`config.mk`:
```
export PLATFORM = sky130hd
export DESIGN_NAME = pump_runtime_guard_core
export DESIGN_NICKNAME = d
export VERILOG_FILES = /design/src/hw/rtl/prg_pkg.sv /design/src/hw/rtl/pump_runtime_guard_core.sv
export SDC_FILE = /design/constraint.sdc
export NUM_CORES = 2
export LEC_CHECK = 0
export BUFFER_PORTS_ARGS = -buffer_cell sky130_fd_sc_hd__buf_4
export CAP_MARGIN = 25
export CORE_ASPECT_RATIO = 1.4
export CORE_UTILIZATION = 55
export DETAILED_ROUTE_END_ITERATION = 7
export PLACE_DENSITY = 0.72
export SYNTH_ARGS = -nofsm -noshare
export SYNTH_HDL_FRONTEND = slang
export SYNTH_SLANG_ARGS = --single-unit
```
`constraint.sdc`:
```
create_clock -name clk -period 11.4 [get_ports clk]
set_clock_uncertainty 0.05 [all_clocks]
set_input_delay 1.14 -clock clk [delete_from_list [all_inputs] [get_ports clk]]
set_output_delay 1.14 -clock clk [all_outputs]
set_load 0.005 [all_outputs]
```
`src/hw/rtl/prg_pkg.sv`:
```
`timescale 1ns / 1ps

package prg_pkg;

  // Command codes carried by an input transaction
  typedef enum logic [2:0] {
    FUNC_TICK  = 3'd0,
    FUNC_CHECK = 3'd1,
    FUNC_START = 3'd2,
    FUNC_STOP  = 3'd3,
    FUNC_PULSE = 3'd4,
    FUNC_CLEAR = 3'd5
  } func_t;

  // Configuration register indexes
  typedef enum logic {
    CFG_CAPACITY      = 1'b0,
    CFG_DEFAULT_PULSE = 1'b1
  } cfg_idx_t;

  localparam int unsigned MS_W   = 32;
  localparam int unsigned SEC_W  = 23;
  localparam int unsigned CNT_W  = 16;
  localparam int unsigned FUNC_W = 3;

  localparam logic [MS_W-1:0] CAPACITY_RESET      = 32'd60000;
  localparam logic [MS_W-1:0] DEFAULT_PULSE_RESET = 32'd1000;

  // floor(x / 1000) == (x * RECIP_1000) >> RECIP_SHIFT for every 32-bit x
  localparam int unsigned     RECIP_W     = 29;
  localparam logic [RECIP_W-1:0] RECIP_1000 = 29'h10624DD3;
  localparam int unsigned     RECIP_SHIFT = 38;
  localparam int unsigned     PROD_W      = MS_W + RECIP_W;

  // Flags and counter that travel with the times down the pipeline
  typedef struct packed {
    logic             pump_drive;
    logic             timeout_flag;
    logic             pulse_active;
    logic [CNT_W-1:0] start_count;
  } status_t;

endpackage

```
`src/hw/rtl/pump_runtime_guard_core.sv`:
```
`timescale 1ns / 1ps

// Channel  | Handshake                 | Payload
// ---------+---------------------------+------------------------------------------
// item     | item_valid / item_stall   | func, pulse_ms
// result   | result_valid/result_stall | pump_drive, timeout_flag, pulse_active,
//          |                           | start_count, run_time_sec, elapsed_sec,
//          |                           | since_stop_sec
// cfg      | cfg_valid / cfg_ready     | cfg_index, cfg_data
//
// One item per cycle sustained while the result is not stalled; a result passes three
// registers after its item is taken (state update, divide-by-1000 multiply, output register).
// The guard state updates in the cycle an item is accepted, so items follow back
// to back. Each stage holds only while it is full and the stage after it stalls;
// item_stall rises only when all three stages are full and the result stalls.
// rst is synchronous: state clears, registers load their reset values.
module pump_runtime_guard_core (
  input  logic                          clk,
  input  logic                          rst,
  input  logic                          item_valid,
  output logic                          item_stall,
  input  logic [prg_pkg::FUNC_W-1:0]    func,
  input  logic [prg_pkg::MS_W-1:0]      pulse_ms,
  output logic                          result_valid,
  input  logic                          result_stall,
  output logic                          pump_drive,
  output logic                          timeout_flag,
  output logic                          pulse_active,
  output logic [prg_pkg::CNT_W-1:0]     start_count,
  output logic [prg_pkg::SEC_W-1:0]     run_time_sec,
  output logic [prg_pkg::SEC_W-1:0]     elapsed_sec,
  output logic [prg_pkg::SEC_W-1:0]     since_stop_sec,
  input  logic                          cfg_valid,
  output logic                          cfg_ready,
  input  logic                          cfg_index,
  input  logic [prg_pkg::MS_W-1:0]      cfg_data
);
  import prg_pkg::*;

  // Configuration
  logic [MS_W-1:0] capacity_ms;
  logic [MS_W-1:0] default_pulse_ms;

  // Guard state; the three times are kept as running differences
  logic [MS_W-1:0]  run_ms,        run_ms_next;
  logic [MS_W-1:0]  elapsed_ms,    elapsed_ms_next;
  logic [MS_W-1:0]  since_stop_ms, since_stop_ms_next;
  logic [MS_W-1:0]  run_total,     run_total_next;
  logic [CNT_W-1:0] starts,        starts_next;
  logic             running,       running_next;
  logic             timed_out,     timed_out_next;
  logic [MS_W-1:0]  pulse_left,    pulse_left_next;

  // Pipeline
  logic                v1, v2, v3;
  logic                ready1, ready2, ready3;
  status_t             st1, st2, st3;
  logic [MS_W-1:0]     total1, elapsed1, since1;
  logic [PROD_W-1:0]   total_prod, elapsed_prod, since_prod;

  logic            accept;
  func_t           func_code;
  logic [MS_W-1:0] run_add;
  logic [MS_W-1:0] sum_ms;
  logic            hit;
  logic [MS_W-1:0] len;
  logic            off_req;

  assign func_code = func_t'(func);
  assign accept    = item_valid && !item_stall;
  assign cfg_ready = 1'b1;

  // Take configuration writes
  always_ff @(posedge clk) begin
    if (rst) begin
      capacity_ms      <= CAPACITY_RESET;
      default_pulse_ms <= DEFAULT_PULSE_RESET;
    end else if (cfg_valid && cfg_ready) begin
      unique case (cfg_idx_t'(cfg_index))
        CFG_CAPACITY:      capacity_ms      <= cfg_data;
        CFG_DEFAULT_PULSE: default_pulse_ms <= cfg_data;
        default: ;
      endcase
    end
  end

  // Run total plus current run; a tick adds its millisecond through the carry
  assign run_add = running ? run_ms : '0;
  assign sum_ms  = run_total + run_add + {{(MS_W-1){1'b0}}, (func_code == FUNC_TICK)};
  assign hit     = (sum_ms >= capacity_ms);
  assign len     = (pulse_ms == '0) ? default_pulse_ms : pulse_ms;

  // Next guard state for the command at the input
  always_comb begin
    run_ms_next        = run_ms;
    elapsed_ms_next    = elapsed_ms;
    since_stop_ms_next = since_stop_ms;
    run_total_next     = run_total;
    starts_next        = starts;
    running_next       = running;
    timed_out_next     = timed_out;
    pulse_left_next    = pulse_left;
    off_req            = 1'b0;
    unique case (func_code)
      FUNC_TICK: begin
        run_ms_next        = run_ms + 1'b1;
        elapsed_ms_next    = elapsed_ms + 1'b1;
        since_stop_ms_next = since_stop_ms + 1'b1;
        if (pulse_left != '0) begin
          pulse_left_next = pulse_left - 1'b1;
          off_req         = (pulse_left == {{(MS_W-1){1'b0}}, 1'b1}) && running;
        end
      end
      FUNC_CHECK: begin
        off_req = running && !timed_out && hit;
      end
      FUNC_START: begin
        if (!running && !timed_out) begin
          running_next = 1'b1;
          starts_next  = starts + 1'b1;
          run_ms_next  = '0;
        end
      end
      FUNC_STOP: begin
        off_req         = running;
        pulse_left_next = '0;
      end
      FUNC_PULSE: begin
        if (!timed_out) begin
          if (!running) begin
            running_next = 1'b1;
            starts_next  = starts + 1'b1;
            run_ms_next  = '0;
          end
          pulse_left_next = len;
          off_req         = (len == '0);
        end
      end
      FUNC_CLEAR: begin
        run_ms_next        = '0;
        elapsed_ms_next    = '0;
        since_stop_ms_next = '0;
        run_total_next     = '0;
        starts_next        = '0;
        running_next       = 1'b0;
        timed_out_next     = 1'b0;
      end
      default: ;
    endcase
    // Stop the pump and book the run
    if (off_req) begin
      running_next       = 1'b0;
      since_stop_ms_next = '0;
      run_total_next     = sum_ms;
      timed_out_next     = hit;
    end
  end

  // Update guard state on each accepted transaction
  always_ff @(posedge clk) begin
    if (rst) begin
      run_ms        <= '0;
      elapsed_ms    <= '0;
      since_stop_ms <= '0;
      run_total     <= '0;
      starts        <= '0;
      running       <= 1'b0;
      timed_out     <= 1'b0;
      pulse_left    <= '0;
    end else if (accept) begin
      run_ms        <= run_ms_next;
      elapsed_ms    <= elapsed_ms_next;
      since_stop_ms <= since_stop_ms_next;
      run_total     <= run_total_next;
      starts        <= starts_next;
      running       <= running_next;
      timed_out     <= timed_out_next;
      pulse_left    <= pulse_left_next;
    end
  end

  // Advance a stage when it is empty or its successor takes its contents
  assign ready3     = !v3 || !result_stall;
  assign ready2     = !v2 || ready3;
  assign ready1     = !v1 || ready2;
  assign item_stall = !ready1;

  always_ff @(posedge clk) begin
    if (rst) begin
      v1 <= 1'b0;
      v2 <= 1'b0;
      v3 <= 1'b0;
    end else begin
      if (ready1) v1 <= accept;
      if (ready2) v2 <= v1;
      if (ready3) v3 <= v2;
    end
  end

  // Stage 1: snapshot of the state after the command
  always_ff @(posedge clk) begin
    if (ready1 && accept) begin
      st1.pump_drive   <= running_next;
      st1.timeout_flag <= timed_out_next;
      st1.pulse_active <= (pulse_left_next != '0);
      st1.start_count  <= starts_next;
      total1           <= run_total_next;
      elapsed1         <= elapsed_ms_next;
      since1           <= since_stop_ms_next;
    end
  end

  // Stage 2: multiply by the reciprocal of 1000
  always_ff @(posedge clk) begin
    if (ready2 && v1) begin
      st2          <= st1;
      total_prod   <= PROD_W'(total1) * PROD_W'(RECIP_1000);
      elapsed_prod <= PROD_W'(elapsed1) * PROD_W'(RECIP_1000);
      since_prod   <= PROD_W'(since1) * PROD_W'(RECIP_1000);
    end
  end

  // Stage 3: result register holds while stalled
  always_ff @(posedge clk) begin
    if (ready3 && v2) begin
      st3            <= st2;
      run_time_sec   <= total_prod[PROD_W-1:RECIP_SHIFT];
      elapsed_sec    <= elapsed_prod[PROD_W-1:RECIP_SHIFT];
      since_stop_sec <= since_prod[PROD_W-1:RECIP_SHIFT];
    end
  end

  assign result_valid = v3;
  assign pump_drive   = st3.pump_drive;
  assign timeout_flag = st3.timeout_flag;
  assign pulse_active = st3.pulse_active;
  assign start_count  = st3.start_count;

  // A running pump never coexists with a latched timeout
  a_run_not_timed: assert property (@(posedge clk) disable iff (rst)
    running |-> !timed_out)
    else $error("pump running while timed out");

  // Clear zeroes the statistics
  a_clear: assert property (@(posedge clk) disable iff (rst)
    accept && (func == FUNC_CLEAR) |=> (run_total == '0) && (starts == '0) && !timed_out)
    else $error("clear left statistics");

  // A start while running does not count a run
  a_start_running: assert property (@(posedge clk) disable iff (rst)
    accept && (func == FUNC_START) && running |=> (starts == $past(starts)))
    else $error("start counted while running");

  // Input holds off only with the whole pipeline full and the result stalled
  a_stall_full: assert property (@(posedge clk) disable iff (rst)
    item_stall |-> v1 && v2 && v3 && result_stall)
    else $error("input stalled with room in pipeline");

endmodule

```
==> out/qor.yml <==
floorplanning:
  initial_utilization_pct: 55.5
  num_rows: 150
  fp.dieW_um: 296
  die_y_um: 413
  core_area_mm2: 0.120
  die_area_mm2: 0.122
  num_io_pins: 164
flow_run:
  max_cap_violations: 0
grt:
  gr-max-usage-layer: "met2"
  grtUsageMet3_pct: 2.23
  gr-usage-met2_pct: 51.4
  grt_pass1_vias: 50553
  use_met1_pct: 32.0
  antenna_found_initial: 2
  overflow: 0
  grt_first_pass_wirelength_mm: 265
  grt_max_degree: 148
  track_usage_pct: 27.9
timing:
  drv_slew: 0
  rsz0062_at_grt: "false"
  hold_viol_final: 0
  relSlewSlack_pct: 28.8
  holdWs_ns: 0.363
  finalCriticalPeriod_ns: 8.43
  finalSetupViolations: 0
  worst_pin_slew_ns: 1.07
  finalCritPeriodShare_pct: 74.0
  setup_tns_ns: 0
  timing.fmax_ghz: 0.119
setup_path:
  cp_max_fo: 10
  startpoint: "total1[17]"
  r2r_setup_slack_ns: 2.97
  timing.rr.start: "total1[17]"
  arrival_ns: 8.78
  crit_required_ns: 11.75
  start_kind: "flip-flop"
  r2r-end: "total_prod[53]"
  cp-end-kind: "flip-flop"
  crit_path_end: "total_prod[53]"
  worstRegToRegCells: 23
  path_class: "flip-flop to flip-flop"
synth:
  synth.area.top_cells: "fa_1, ha_1, edfxtp_1"
  syn-cell-area_mm2: 0.0664
  synth_commonest_cells: "inv_1, ha_1, fa_1"
  synthCells: 6705
  yosysTopAreaCellShare_pct: 27.0
  avgSynthCellArea_um2: 9.90
  synth_edf_count: 291
  async_flop_share_pct: 0
  ys_seq_area_share_pct: 20.5
  synth_ff_type: "edfxtp_1"
  yosysMostFrequentCell: "inv_1"
  synth_cell_types: 95
  ys_ff_latch: 536
  yosys_warnings: 0
  synth_fp_nets: 8907
  yosysTopAreaCell: "fa_1"
routing:
  finalWirelength_mm: 164
  drt_iter0_drc: 2450
  avgRoutedWirePerCell_um: 19.4
  drc_errors: 0
  detail_route.first_pass.iterations: 6
  routed_via_density: 5.53
  via_count: 46813
  drtAntennaViolNets: 0
min_path:
  hold_class: "flip-flop to flip-flop"
layout:
  drive_gt1_share_pct: 5.00
  area_growth_pct: 7.34
  stdcell_count: 8459
  utilization_pct: 59.6
  antenna_cells: 0
  final_nets: 9022
clock_tree:
  cts.sinks: 536
  cts_buffers: 53
  cts_resized: 0
  cts.clk_slew.worst_paths_ns: 0.07
  cts-root-buf: "clkbuf_16"
  cts_setup_buffers: 0
  cts_tree: "built"
  h-tree-depth: 2
  clock_latency_ns: 0.66
  hold_buffers: 0
  cts_buffer_depth: 3
placement:
  hpwlAfterDp_mm: 136
  place_congestion: 1.02
  port_buffers: 162
  post-place-cells: 8359
run_status:
  status: "completed"
[layout make-up]
class | count | area, um2
clock buffer | 68 | 1480
clock inverter | 30 | 314
fill | 10031 | 48300
inverter | 1660 | 6240
multi-input combinational | 4375 | 46100
sequential | 536 | 13600
tap | 1596 | 2000
timing repair buffer | 194 | 1530
[worst max-delay path, cell delays in order (launching register included)]
cell and delay (ns):
edfxtp_1 0.63, ha_1 0.42, fa_1 0.43, fa_1 0.50, inv_1 0.06, fa_1 0.49
inv_1 0.07, fa_1 0.49, fa_1 0.52, fa_1 0.50, inv_1 0.05, fa_1 0.47
inv_1 0.08, ha_1 0.34, a21o_1 0.17, a21oi_1 0.16, o221ai_1 0.15, or4_1 0.55
o311ai_1 0.75, a211oi_1 0.30, or2_1 0.34, a21o_1 0.23, a221oi_1 0.31, xnor2_1 0.10
[metrics by stage]
stage               worst slack (ns)  instance area [um2]
floorplan                       3.15                66400
detailed placement              3.07                69400
finish                          2.97                71300
CTS                             3.03                71200
global route                    2.78                71300
global placement                3.13                69400
[cells in the final DEF (no fill, tap or decap), types with 22 or more instances in the layout]
cell          n
inv_1      1658
nand3_1     127
xor2_1       41
and3_1       50
nor2b_1      26
fa_1        896
a21oi_1     304
o211ai_1     27
nand4_1      46
ha_1       1233
nand2b_1     22
nor3_1       90
buf_4       187
a21o_1      100
and2_1       62
nor2_1      310
nand2_1     401
clkbuf_16    55
a211oi_1     44
xnor2_1      63
o21ai_0     161
nor4_1       27
dfxtp_1     245
edfxtp_1    291
o21a_1       24
[worst min-delay path by stage]
stage                          start  cells past startpoint             end
floorplan           elapsed_prod[38]                      0  elapsed_sec[0]
global placement    elapsed_prod[43]                      0  elapsed_sec[5]
detailed placement  elapsed_prod[38]                      0  elapsed_sec[0]
CTS                           st1[4]                      0          st2[4]
global route                 st1[14]                      0         st2[14]
finish                        st2[9]                      0  start_count[9]
[cells by family after synthesis]
family	count (synthesis)	synth area share, %
mux	30	0.480
simple gates	1255	9.00
fa+ha+maj	2129	50.2
xor+xnor	104	1.37
compound gates	856	8.18
flops	536	20.5
other cells	1	0.00565
buf+inv	1794	10.2
[flip-flops by register name (all words and copies together), names as in the netlist, 32 cells and up]
signal and flops:
run_total 32, run_ms 32, capacity_ms 32, since_stop_ms 32
elapsed1 32, elapsed_ms 32, pulse_left 32, total1 32
default_pulse_ms 32, since1 32
[routing by layer]
layer,wire length (um),up-vias
li1,-,21998
met3,5370,461
met1,62700,23178
met5,27,-
met2,86300,1172
met4,9610,4
Power is left out: the tool's default activity adds up to more than one toggle a clock period on the data nets, which glitch-free logic cannot reach.
